File: config.mk
export PLATFORM = sky130hd
export DESIGN_NAME = helical_hydrophobic_moment_top
export DESIGN_NICKNAME = d
export VERILOG_FILES = /design/src/hhm_pkg.sv /design/src/hhm_ctrl.sv /design/src/hhm_dp.sv /design/src/helical_hydrophobic_moment_top.sv
export SDC_FILE = /design/constraint.sdc
export NUM_CORES = 2
export LEC_CHECK = 0
export BUFFER_PORTS_ARGS = -buffer_cell sky130_fd_sc_hd__buf_2
export CAP_MARGIN = 0
export CORE_ASPECT_RATIO = 0.7
export CORE_UTILIZATION = 55
export DETAILED_ROUTE_END_ITERATION = 8
export PLACE_DENSITY = 0.78
export SKIP_CTS_REPAIR_TIMING = 1
export SLEW_MARGIN = 20
export SYNTH_ARGS = -nofsm -noshare
export SYNTH_HDL_FRONTEND = slang
export SYNTH_SLANG_ARGS = --single-unit
File: constraint.sdc
create_clock -name i_clk -period 18 [get_ports i_clk]
set_input_delay 4.5 -clock i_clk [delete_from_list [all_inputs] [get_ports i_clk]]
set_output_delay 4.5 -clock i_clk [all_outputs]
set_load 0.05 [all_outputs]
File: src/hhm_pkg.sv
package hhm_pkg;

    localparam int HYD_W     = 13;
    localparam int WGT_W     = 14;
    localparam int TRIG_W    = 16;
    localparam int PROD_W    = WGT_W + TRIG_W;
    localparam int SUM_W     = 32;
    localparam int STEP_W    = 5;
    localparam int MOMENT_W  = 16;
    localparam int SQ_W      = 2 * SUM_W;
    localparam int ROOT_W    = SQ_W / 2;
    localparam int REM_W     = ROOT_W + 2;
    localparam int CNT_W     = $clog2(ROOT_W);
    localparam int FRAC_BITS = 14;

    localparam logic [STEP_W-1:0] TRIG_LAST = STEP_W'(17);
    localparam logic signed [WGT_W-1:0] HYD_OFFSET = WGT_W'(3149);

    // Commands from the controller to the datapath
    typedef struct packed {
        logic load_in;
        logic mul;
        logic acc;
        logic sq_x;
        logic sq_y;
        logic sq_sum;
        logic root_step;
        logic load_out;
    } t_cmd;

    // Status from the datapath to the controller
    typedef struct packed {
        logic in_last;
        logic root_last;
        logic out_full;
    } t_sts;

    function automatic logic signed [TRIG_W-1:0] trig_cos(input logic [STEP_W-1:0] idx);
        logic signed [TRIG_W-1:0] v;
        unique case (idx)
            5'd1:    v = -16'sd2845;
            5'd2:    v = -16'sd15396;
            5'd3:    v = 16'sd8192;
            5'd4:    v = 16'sd12551;
            5'd5:    v = -16'sd12551;
            5'd6:    v = -16'sd8192;
            5'd7:    v = 16'sd15396;
            5'd8:    v = 16'sd2845;
            5'd9:    v = -16'sd16384;
            5'd10:   v = 16'sd2845;
            5'd11:   v = 16'sd15396;
            5'd12:   v = -16'sd8192;
            5'd13:   v = -16'sd12551;
            5'd14:   v = 16'sd12551;
            5'd15:   v = 16'sd8192;
            5'd16:   v = -16'sd15396;
            5'd17:   v = -16'sd2845;
            default: v = 16'sd16384;
        endcase
        return v;
    endfunction

    function automatic logic signed [TRIG_W-1:0] trig_sin(input logic [STEP_W-1:0] idx);
        logic signed [TRIG_W-1:0] v;
        unique case (idx)
            5'd1:    v = 16'sd16135;
            5'd2:    v = -16'sd5604;
            5'd3:    v = -16'sd14189;
            5'd4:    v = 16'sd10531;
            5'd5:    v = 16'sd10531;
            5'd6:    v = -16'sd14189;
            5'd7:    v = -16'sd5604;
            5'd8:    v = 16'sd16135;
            5'd9:    v = 16'sd0;
            5'd10:   v = -16'sd16135;
            5'd11:   v = 16'sd5604;
            5'd12:   v = 16'sd14189;
            5'd13:   v = -16'sd10531;
            5'd14:   v = -16'sd10531;
            5'd15:   v = 16'sd14189;
            5'd16:   v = 16'sd5604;
            5'd17:   v = -16'sd16135;
            default: v = 16'sd0;
        endcase
        return v;
    endfunction

endpackage

File: src/hhm_ctrl.sv
module hhm_ctrl (
    input  logic          i_clk,
    input  logic          i_rst_n,
    input  logic          i_valid,
    output logic          o_ready,
    input  hhm_pkg::t_sts i_sts,
    output hhm_pkg::t_cmd o_cmd
);

    typedef enum logic [7:0] {
        S_IDLE = 8'b0000_0001,
        S_MUL  = 8'b0000_0010,
        S_ACC  = 8'b0000_0100,
        S_SQX  = 8'b0000_1000,
        S_SQY  = 8'b0001_0000,
        S_SUM  = 8'b0010_0000,
        S_ROOT = 8'b0100_0000,
        S_DONE = 8'b1000_0000
    } t_state;

    t_state r_state;
    t_state n_state;

    always_ff @(posedge i_clk) begin
        if (!i_rst_n) begin
            r_state <= S_IDLE;
        end else begin
            r_state <= n_state;
        end
    end

    always_comb begin
        n_state = r_state;
        o_cmd   = '0;
        o_ready = 1'b0;
        unique case (r_state)
            S_IDLE: begin
                o_ready = 1'b1;
                if (i_valid) begin
                    o_cmd.load_in = 1'b1;
                    n_state       = S_MUL;
                end
            end
            S_MUL: begin
                o_cmd.mul = 1'b1;
                n_state   = S_ACC;
            end
            S_ACC: begin
                o_cmd.acc = 1'b1;
                n_state   = i_sts.in_last ? S_SQX : S_IDLE;
            end
            S_SQX: begin
                o_cmd.sq_x = 1'b1;
                n_state    = S_SQY;
            end
            S_SQY: begin
                o_cmd.sq_y = 1'b1;
                n_state    = S_SUM;
            end
            S_SUM: begin
                o_cmd.sq_sum = 1'b1;
                n_state      = S_ROOT;
            end
            S_ROOT: begin
                o_cmd.root_step = 1'b1;
                if (i_sts.root_last) begin
                    n_state = S_DONE;
                end
            end
            S_DONE: begin
                if (!i_sts.out_full) begin
                    o_cmd.load_out = 1'b1;
                    n_state        = S_IDLE;
                end
            end
            default: n_state = S_IDLE;
        endcase
    end

endmodule

File: src/hhm_dp.sv
module hhm_dp (
    input  logic                                   i_clk,
    input  logic                                   i_rst_n,
    input  hhm_pkg::t_cmd                          i_cmd,
    output hhm_pkg::t_sts                          o_sts,
    input  logic signed [hhm_pkg::HYD_W-1:0]       i_hydrophobicity,
    input  logic                                   i_last,
    output logic [hhm_pkg::MOMENT_W-1:0]           o_moment,
    output logic                                   o_valid,
    input  logic                                   i_ready
);

    localparam int SX_W = hhm_pkg::SUM_W + 1;
    localparam logic signed [SX_W-1:0] SUM_MAX = SX_W'(33'sh0_7FFF_FFFF);
    localparam logic signed [SX_W-1:0] SUM_MIN = -SX_W'(33'sh0_8000_0000);

    logic signed [hhm_pkg::HYD_W-1:0]   r_hyd;
    logic                               r_last;
    logic signed [hhm_pkg::PROD_W-1:0]  r_p_cos;
    logic signed [hhm_pkg::PROD_W-1:0]  r_p_sin;
    logic signed [hhm_pkg::SUM_W-1:0]   r_sum_cos;
    logic signed [hhm_pkg::SUM_W-1:0]   r_sum_sin;
    logic [hhm_pkg::STEP_W-1:0]         r_step;
    logic [hhm_pkg::SQ_W-1:0]           r_prod;
    logic [hhm_pkg::SQ_W-1:0]           r_rad;
    logic [hhm_pkg::REM_W-1:0]          r_rem;
    logic [hhm_pkg::ROOT_W-1:0]         r_root;
    logic [hhm_pkg::CNT_W-1:0]          r_cnt;
    logic [hhm_pkg::MOMENT_W-1:0]       r_moment;
    logic                               r_out_valid;

    logic signed [hhm_pkg::WGT_W-1:0]   wgt;
    logic signed [hhm_pkg::PROD_W-1:0]  term_cos;
    logic signed [hhm_pkg::PROD_W-1:0]  term_sin;
    logic signed [SX_W-1:0]             add_cos;
    logic signed [SX_W-1:0]             add_sin;
    logic signed [SX_W-1:0]             sat_cos;
    logic signed [SX_W-1:0]             sat_sin;
    logic [hhm_pkg::SUM_W-1:0]          abs_x;
    logic [hhm_pkg::SUM_W-1:0]          abs_y;
    logic [hhm_pkg::SUM_W-1:0]          mul_op;
    logic [hhm_pkg::REM_W+1:0]          rem_sh;
    logic [hhm_pkg::REM_W+1:0]          trial;
    logic [hhm_pkg::REM_W+1:0]          rem_sub;
    logic [hhm_pkg::MOMENT_W-1:0]       mag_sat;

    assign wgt = hhm_pkg::WGT_W'(r_hyd) + hhm_pkg::HYD_OFFSET;

    // Round half up: floor((p + 8) / 16)
    assign term_cos = (r_p_cos + hhm_pkg::PROD_W'(8)) >>> 4;
    assign term_sin = (r_p_sin + hhm_pkg::PROD_W'(8)) >>> 4;

    assign add_cos = SX_W'(r_sum_cos) + SX_W'(term_cos);
    assign add_sin = SX_W'(r_sum_sin) + SX_W'(term_sin);

    always_comb begin
        sat_cos = add_cos;
        if (add_cos > SUM_MAX) sat_cos = SUM_MAX;
        if (add_cos < SUM_MIN) sat_cos = SUM_MIN;
        sat_sin = add_sin;
        if (add_sin > SUM_MAX) sat_sin = SUM_MAX;
        if (add_sin < SUM_MIN) sat_sin = SUM_MIN;
    end

    assign abs_x  = r_sum_cos[hhm_pkg::SUM_W-1] ? (~r_sum_cos + 1'b1) : r_sum_cos;
    assign abs_y  = r_sum_sin[hhm_pkg::SUM_W-1] ? (~r_sum_sin + 1'b1) : r_sum_sin;
    assign mul_op = i_cmd.sq_y ? abs_y : abs_x;

    // One root bit per step: bring down two radicand bits, try root*4+1
    assign rem_sh  = {r_rem, r_rad[hhm_pkg::SQ_W-1 -: 2]};
    assign trial   = {2'b00, r_root, 2'b01};
    assign rem_sub = rem_sh - trial;

    assign mag_sat = (|r_root[hhm_pkg::ROOT_W-1:hhm_pkg::FRAC_BITS+hhm_pkg::MOMENT_W])
                     ? '1
                     : r_root[hhm_pkg::FRAC_BITS +: hhm_pkg::MOMENT_W];

    always_ff @(posedge i_clk) begin
        if (i_cmd.load_in) begin
            r_hyd  <= i_hydrophobicity;
            r_last <= i_last;
        end
        if (i_cmd.mul) begin
            r_p_cos <= wgt * hhm_pkg::trig_cos(r_step);
            r_p_sin <= wgt * hhm_pkg::trig_sin(r_step);
        end
        if (i_cmd.sq_x || i_cmd.sq_y) begin
            r_prod <= mul_op * mul_op;
        end
        if (i_cmd.sq_y) begin
            r_rad <= r_prod;
        end else if (i_cmd.sq_sum) begin
            r_rad <= r_rad + r_prod;
        end else if (i_cmd.root_step) begin
            r_rad <= r_rad << 2;
        end
        if (i_cmd.sq_sum) begin
            r_rem  <= '0;
            r_root <= '0;
            r_cnt  <= '0;
        end else if (i_cmd.root_step) begin
            r_cnt <= r_cnt + 1'b1;
            if (rem_sh >= trial) begin
                r_rem  <= rem_sub[hhm_pkg::REM_W-1:0];
                r_root <= {r_root[hhm_pkg::ROOT_W-2:0], 1'b1};
            end else begin
                r_rem  <= rem_sh[hhm_pkg::REM_W-1:0];
                r_root <= {r_root[hhm_pkg::ROOT_W-2:0], 1'b0};
            end
        end
        if (i_cmd.load_out) begin
            r_moment <= mag_sat;
        end
    end

    always_ff @(posedge i_clk) begin
        if (!i_rst_n) begin
            r_sum_cos   <= '0;
            r_sum_sin   <= '0;
            r_step      <= '0;
            r_out_valid <= 1'b0;
        end else begin
            if (i_cmd.acc) begin
                r_sum_cos <= hhm_pkg::SUM_W'(sat_cos);
                r_sum_sin <= hhm_pkg::SUM_W'(sat_sin);
                // A step past the table is taken as step 0
                if (r_last || r_step == hhm_pkg::TRIG_LAST) begin
                    r_step <= '0;
                end else if (r_step > hhm_pkg::TRIG_LAST) begin
                    r_step <= hhm_pkg::STEP_W'(1);
                end else begin
                    r_step <= r_step + 1'b1;
                end
            end else if (i_cmd.sq_y) begin
                r_sum_cos <= '0;
                r_sum_sin <= '0;
            end
            if (i_cmd.load_out) begin
                r_out_valid <= 1'b1;
            end else if (i_ready) begin
                r_out_valid <= 1'b0;
            end
        end
    end

    assign o_sts.in_last   = r_last;
    assign o_sts.root_last = (r_cnt == hhm_pkg::CNT_W'(hhm_pkg::ROOT_W - 1));
    assign o_sts.out_full  = r_out_valid && !i_ready;

    assign o_moment = r_moment;
    assign o_valid  = r_out_valid;

endmodule

File: src/helical_hydrophobic_moment_top.sv
// Sequence: a residue passes through accept, multiply and accumulate; a last residue
// then shows its moment on o_valid after two squarings on the shared 32x32 multiplier,
// the sum of squares, the 32-step bit-serial square root and the result load.
// A new residue is accepted only once the previous one is accumulated (after a last one, once its result is loaded).
// Reset (synchronous, active low) clears both sums, the angle step, the controller
// state and the output valid; payload registers are not reset.
module helical_hydrophobic_moment_top (
    input  logic                                   i_clk,
    input  logic                                   i_rst_n,
    input  logic                                   i_valid,
    output logic                                   o_ready,
    input  logic signed [hhm_pkg::HYD_W-1:0]       i_hydrophobicity,
    input  logic                                   i_last,
    output logic                                   o_valid,
    input  logic                                   i_ready,
    output logic [hhm_pkg::MOMENT_W-1:0]           o_moment
);

    hhm_pkg::t_cmd cmd;
    hhm_pkg::t_sts sts;

    // Controller: sequence accept, multiply, accumulate, square, root and result load
    hhm_ctrl u_ctrl (
        .i_clk   (i_clk),
        .i_rst_n (i_rst_n),
        .i_valid (i_valid),
        .o_ready (o_ready),
        .i_sts   (sts),
        .o_cmd   (cmd)
    );

    // Datapath: trig-weighted saturating sums, shared squarer, restoring root.
    // The result sits in an output register, so a new segment may start while
    // the previous moment still waits for its transfer.
    hhm_dp u_dp (
        .i_clk            (i_clk),
        .i_rst_n          (i_rst_n),
        .i_cmd            (cmd),
        .o_sts            (sts),
        .i_hydrophobicity (i_hydrophobicity),
        .i_last           (i_last),
        .o_moment         (o_moment),
        .o_valid          (o_valid),
        .i_ready          (i_ready)
    );

    // A transfer in keeps the block busy for the next cycle
    a_busy_after_accept: assert property (@(posedge i_clk) disable iff (!i_rst_n)
        (i_valid && o_ready) |=> !o_ready)
        else $error("ready high right after an input transfer");

    // Never overwrite a result that is still waiting
    a_no_overwrite: assert property (@(posedge i_clk) disable iff (!i_rst_n)
        cmd.load_out |-> !(o_valid && !i_ready))
        else $error("result loaded over a pending one");

    // At most one datapath step at a time
    a_one_step: assert property (@(posedge i_clk) disable iff (!i_rst_n)
        $onehot0({cmd.load_in, cmd.mul, cmd.acc, cmd.sq_x, cmd.sq_y,
                  cmd.sq_sum, cmd.root_step, cmd.load_out}))
        else $error("more than one datapath command");

    // A result is loaded only after the root finishes
    a_load_after_root: assert property (@(posedge i_clk) disable iff (!i_rst_n)
        cmd.load_out |-> !cmd.root_step && !$past(cmd.sq_sum))
        else $error("result loaded before root done");

endmodule
After elaboration in Yosys (flattened, before gate mapping)
Memories as Yosys holds them, arrays and structs flattened. A register that Yosys moved wholly into a read port is not among the register bits.
Index checks and enable logic that the tools add are counted.
{"block": "word_totals", "regBits": 367, "romBits": 1024, "input_bits": 18, "out_inout_bits": 18, "wordCells": 102, "n_memories": 2}
{"block": "op_classes", "n_addsub": 11, "mul": 3, "magnitude_cmp": 6, "eq_ne": 13, "n_mux": 41, "n_bitwise": 2, "reduce_logical": 9}
{"memory": "(name not given)", "words": 32, "word_bits": 16, "rd": 1, "rd_clocked_by_memory_dff": 1, "wr": 0, "line_no": "hhm_pkg.sv:40", "rtl": "unique case (idx)"}
{"memory": "(name not given)", "words": 32, "word_bits": 16, "rd": 1, "rd_clocked_by_memory_dff": 1, "wr": 0, "line_no": "hhm_pkg.sv:65", "rtl": "unique case (idx)"}
{"cell": "2-to-1 mux 32 bit", "count": 10}
{"cell": "2-to-1 mux 64 bit", "count": 3}
{"cell": "adder 32 x 26 -> 33 bit", "count": 2}
{"cell": "greater-than comparator 33 x 32 -> 1 bit (second input constant)", "count": 2}
{"cell": "less-than comparator 33 x 32 -> 1 bit (second input constant)", "count": 2}
{"cell": "adder 32 x 1 -> 32 bit (second input constant)", "count": 2}
{"cell": "adder 64 bit", "count": 1}
{"cell": "multiplier 32 x 32 -> 64 bit", "count": 1}
{"cell": "NOT 32 bit", "count": 2}
{"cell": "case mux 8 bit (8 select lines)", "count": 1}
{"cell": "adder 30 x 5 -> 30 bit (second input constant)", "count": 2}
{"cell": "multiplier 14 x 16 -> 30 bit", "count": 2}
{"cell": ">= comparator 36 x 34 -> 1 bit", "count": 1}
{"cell": "2-to-1 mux 34 bit", "count": 1}
{"cell": "subtractor 34 bit", "count": 1}
{"cell": "2-to-1 mux 16 bit", "count": 2}
{"cell": "2-to-1 mux 5 bit", "count": 6}
{"cell": "2-to-1 mux 8 bit", "count": 3}
{"cell": "adder 13 x 13 -> 14 bit (second input constant)", "count": 1}
{"cell": "2-to-1 mux 1 bit", "count": 14}
{"cell": "adder 5 x 1 -> 5 bit (second input constant)", "count": 2}
{"cell": "equality test 5 bit (second input constant)", "count": 2}
{"cell": "equality test 8 x 1 -> 1 bit (second input constant)", "count": 1}
{"cell": "equality test 8 x 2 -> 1 bit (second input constant)", "count": 1}
{"cell": "other kinds (16)", "count": 20}

Longest topological paths before layout
{"block": "depth", "word_depth": 6, "mapped_depth": 41}

By module
Synthesis repeated with hierarchy kept, for this count alone.
{"block": "unflattened", "hier_cells": 7678, "hier_area_um2": 69679.3}
{"mod": "hhm_dp", "n_inst": 1, "cells_per_inst": 7616, "area_per_inst_um2": 69171.3}
{"mod": "hhm_ctrl", "n_inst": 1, "cells_per_inst": 62, "area_per_inst_um2": 508.0}

Worst setup path before layout
OpenSTA, ideal clock, no wires.
{"block": "synth_timing", "kind": "register to register", "startpoint": "reg u_dp.r_sum_sin[6] (netlist bit)", "endpoint": "reg u_dp.r_prod[62] (netlist bit) (data pin)", "setup_time_ps": 266, "t_arrival_ps": 9996, "required_time_ps": 17734, "slack_ps": 7738, "path_stages_with_launch": 36, "path_buffers": 3, "synth_period_minus_slack_ps": 10262, "cell_sequence": "dfxtp_1 or4_4 or4_1 or3_1 or3_1 or3_4 nand2_1 xor2_1 mux2i_1 buf_2 buf_1 nand2_1 fa_1 fa_1 inv_1 fa_1 inv_1 fa_1 inv_1 fa_1 fa_1 fa_1 inv_1 fa_1 inv_1 ha_1 clkbuf_1 and4_1 nand2_1 nor3_1 a2111oi_0 a21o_1 o21ai_0 a31oi_1 o311ai_0 a2bb2oi_1"}
{"block": "synth_via", "elab_chain_len": 5}
{"element": "start, declared", "line_no": "hhm_dp.sv:22", "rtl": "logic signed [hhm_pkg::SUM_W-1:0] r_sum_sin;"}
{"element": "start signal, assigned", "line_no": "hhm_dp.sv:125", "rtl": "r_sum_sin <= hhm_pkg::SUM_W'(sat_sin);"}
{"element": "NOT 32 bit", "line_no": "hhm_dp.sv:66", "rtl": "assign abs_y = r_sum_sin[hhm_pkg::SUM_W-1] ? (~r_sum_sin + 1'b1) : r_sum_sin;"}
{"element": "adder 32 x 1 -> 32 bit", "line_no": "hhm_dp.sv:66"}
{"element": "2-to-1 mux 32 bit *", "line_no": "hhm_dp.sv:66"}
{"element": "2-to-1 mux 32 bit *", "line_no": "hhm_dp.sv:67", "rtl": "assign mul_op = i_cmd.sq_y ? abs_y : abs_x;"}
{"element": "multiplier 32 x 32 -> 64 bit *", "line_no": "hhm_dp.sv:88", "rtl": "r_prod <= mul_op * mul_op;"}
{"element": "end signal, assigned", "line_no": "hhm_dp.sv:88"}
{"element": "end, declared", "line_no": "hhm_dp.sv:24", "rtl": "logic [hhm_pkg::SQ_W-1:0] r_prod;"}
Every way passes the cells marked *; elsewhere a longest branch is shown, timed or not.
A chain may end at the register's enable or synchronous reset.

Worst setup path in the final report
{"block": "layout_timing", "startpoint": "reg u_dp.r_sum_cos[6] (netlist bit)", "endpoint": "reg u_dp.r_prod[62] (netlist bit) (data pin)"}
{"block": "layout_via", "elab_chain_len": 5}
{"element": "start, declared", "line_no": "hhm_dp.sv:21", "rtl": "logic signed [hhm_pkg::SUM_W-1:0] r_sum_cos;"}
{"element": "start signal, assigned", "line_no": "hhm_dp.sv:124", "rtl": "r_sum_cos <= hhm_pkg::SUM_W'(sat_cos);"}
{"element": "NOT 32 bit", "line_no": "hhm_dp.sv:65", "rtl": "assign abs_x = r_sum_cos[hhm_pkg::SUM_W-1] ? (~r_sum_cos + 1'b1) : r_sum_cos;"}
{"element": "adder 32 x 1 -> 32 bit", "line_no": "hhm_dp.sv:65"}
{"element": "2-to-1 mux 32 bit *", "line_no": "hhm_dp.sv:65"}
{"element": "2-to-1 mux 32 bit *", "line_no": "hhm_dp.sv:67"}
{"element": "multiplier 32 x 32 -> 64 bit *", "line_no": "hhm_dp.sv:88"}
Marks and branches as above.

==> metrics.yaml <==
run_status: "finished clean"
coreArea_sq_um: 124000
syn-instance-count: 7642
maxSlewViolCount: 0
synth_ff_type: "edfxtp_1"
internal_power_mw: 1.66
sw_frac_of_total: 0.315
synth.top_cells.by_area: "fa_1 (35%), ha_1 (11%), edfxtp_1 (9.2%)"
multi_input_comb_area_sq_um: 53000
combinationalPowerShare: 0.221
synth.largest_area_cell: "fa_1"
clock_pin_slew_on_the_worst_setup_and_hold_paths_ns: 0.06
p_leak_nw: 36.2
floorplan.initialDensity: 0.557
worst-r2r-setup-slack_ns: 5.62
routed_wirelength_um: 195000
layout_worst_path_cycle_share: 0.688
cpMaxStageDelayCell: "inv_1"
avg_inst_size_synth_sq_um: 9.06
power_frac_seq: 0.399
timing.critical_path.to_type: "flop"
timing_worst_slew_pin_value_ns: 1.22
period_minus_slack_ns: 12.38
synth-edff-count: 211
cp_slowest_stage_delay_ns: 1.06
finalSetupViolations: 0
critPathMaxFanout: 20
finalHoldViolations: 0
die_width_um: 426
synth.top_cell.area_share: 0.355
drv.max_cap_violation_count: 0
totalNegativeSetupSlack_ns: 0
dp_cells: 9170
seq_area_sq_um: 9820
pin_count: 36
timing.critical_path.arrival_ns: 12.75
ctsHtreeMaxLevel: 2
grt_pass1_vias: 54900
worst_r2r_startpoint: "u_dp.r_sum_cos[6]"
yosysWarnings: 0
fmaxAchievable_mhz: 80.8
place_hpwl_um: 155000
synth.cell_area_sq_um: 69200
worstPathRequired_ns: 18.37
routed_wire_length_per_instance_um: 21.1
slew-limit-headroom: 0.184
dieArea_sq_um: 127000
final_util: 0.586
cell_variety_after_synth: 87
portBuffers: 35
tritonroute_pass_1_iters: 6
cts-root-to-sink-buffers: 3
clkPwrFrac: 0.380
worstSkewPairLatency_ns: 0.62
drive_above_1_share: 0.0386
drt_drc_violations_left: 0
floorplan.rows: 108
tritoncts: "done"
grt_pass1_wl_um: 310000
path_category_of_the_worst_min_delay_check: "flop to flop"
final_cells: 9249
clk_root_buffer_cell: "clkbuf_16"
async_flop_share: 0
grt_start_max_net_pins: 83
timing.critical_path.from: "u_dp.r_sum_cos[6]"
worst_ir_drop_vdd_uv: 59.4
synth_seq_area_share: 0.142
grt_setup_unrepaired: "false"
grt_usage: 0.313
synth_top_cells_by_count: "inv_1 (1485), fa_1 (1226), nand2_1 (833)"
timing.clock.skew_ns: 0.0379
antenna_violating_nets_post_route: 0
power_density_nw_per_um2: 33.2
number_of_antenna_violations_at_the_first_check_in_global_routing: 2
drt-vias-per-instance: 5.83
final_global_route_overflow_total: 0
place_congestion: 1.00
count_leader_synth: "inv_1"
worstSetupStartpointType: "flop"
layout.nets: 9412
worst_path_most_repeated_cell: "fa_1"
switchingPower_mw: 0.763
nFillCells: 10700
timing.hold.worst.start: "u_dp.r_root[4]"
clkSinkCount: 385
critical_path_class: "flop to flop"
vias: 53900
ys_ff_latch: 385
cts_inserted_buffers: 42
design_area_sq_um: 72800
chipHeight_um: 299
initialDrtViolationCount: 5655
synth_to_final_area_change_pct: 5.20
dpl-instance-area_sq_um: 71400
[final cells by class]
type	instances	share of cell area
Antenna cell	1	0.0000344
Clock inverter	22	0.00363
Clock buffer	55	0.0158
Tap cell	1650	0.0284
Timing Repair Buffer	124	0.0119
Multi-Input combinational cell	5512	0.728
Sequential cell	385	0.135
Inverter	1500	0.0773
[power by group through the flow]
stage	Clock [mW]	Combinational [mW]	Sequential, mW
final	0.920	0.534	0.965
after global routing	0.967	0.589	0.966
after CTS	0.928	0.525	0.964
after detailed placement	0	0.520	0.983
after global placement	0	0.505	0.982
after floorplan	0	0.364	0.977
[stage by stage]
stage	hold slack [ns]	setup slack [ns]	total power, mW
after floorplan	0.425	7.74	1.34
after global placement	0.433	6.06	1.49
after detailed placement	0.442	5.88	1.50
after CTS	0.456	5.85	2.42
after global routing	0.483	5.07	2.52
final	0.452	5.62	2.42
[flip-flops by register name, summed over array words and instances (netlist names), 13 cells and up, named ones only]
register / flops
u_dp.o_moment: 16
u_dp.r_p_cos: 27
u_dp.r_rad: 64
u_dp.r_sum_cos: 32
u_dp.r_hyd: 13
u_dp.r_prod: 63
u_dp.r_p_sin: 27
u_dp.r_root: 32
u_dp.r_sum_sin: 32
u_dp.r_rem: 34
[layer usage]
metal	part of all wire	up-vias	track usage	wire length (um)
li1	-	24000	-	-
met1	0.44	26600	0.477	85900
met2	0.40	2931	0.436	78300
met3	0.14	297	0.101	26700
met4	0.022	2	0.0562	4260
met5	0.000067	-	0	13
[kinds of logic after synthesis]
family | synth area share
mux | 0.00654
compound gates | 0.108
other cells | 0.000109
simple gates | 0.130
fa+ha+maj | 0.464
xor+xnor | 0.0533
buf+inv | 0.0964
flops | 0.142
[cells in the final DEF (no fill, tap or decap), types with 45 or more instances in the layout]
cell / netlist / final
o21ai_0: 300 / 297
nor2_1: 533 / 530
o21bai_1: 54 / 54
xor2_1: 147 / 142
a21o_1: 150 / 150
a31oi_1: 45 / 45
ha_1: 603 / 603
nand2_1: 833 / 831
a21oi_1: 351 / 350
inv_1: 1485 / 1483
fa_1: 1226 / 1226
buf_4: 1 / 88
nor2b_1: 94 / 94
dfxtp_1: 174 / 174
xnor2_1: 272 / 267
edfxtp_1: 211 / 211
and2_1: 119 / 119
nand2b_1: 47 / 47
nand3_1: 98 / 98
nor3_1: 65 / 64
[worst paths after layout]
check                    end  cells after the start
max          u_dp.r_prod[62]                     34
min           u_dp.r_root[4]                      2
max reg2reg  u_dp.r_prod[62]                     34
min reg2reg   u_dp.r_root[4]                      2
[worst max-delay path: cells and delay by family (launching register included)]
kind            cells  cell delay (ns)
buf+inv             7             1.51
xor+xnor            1             0.11
fa+ha+maj           9             4.35
simple gates       10             3.45
compound gates      7             2.31
flops               1             0.38
(Power assumes the default switching activity.)
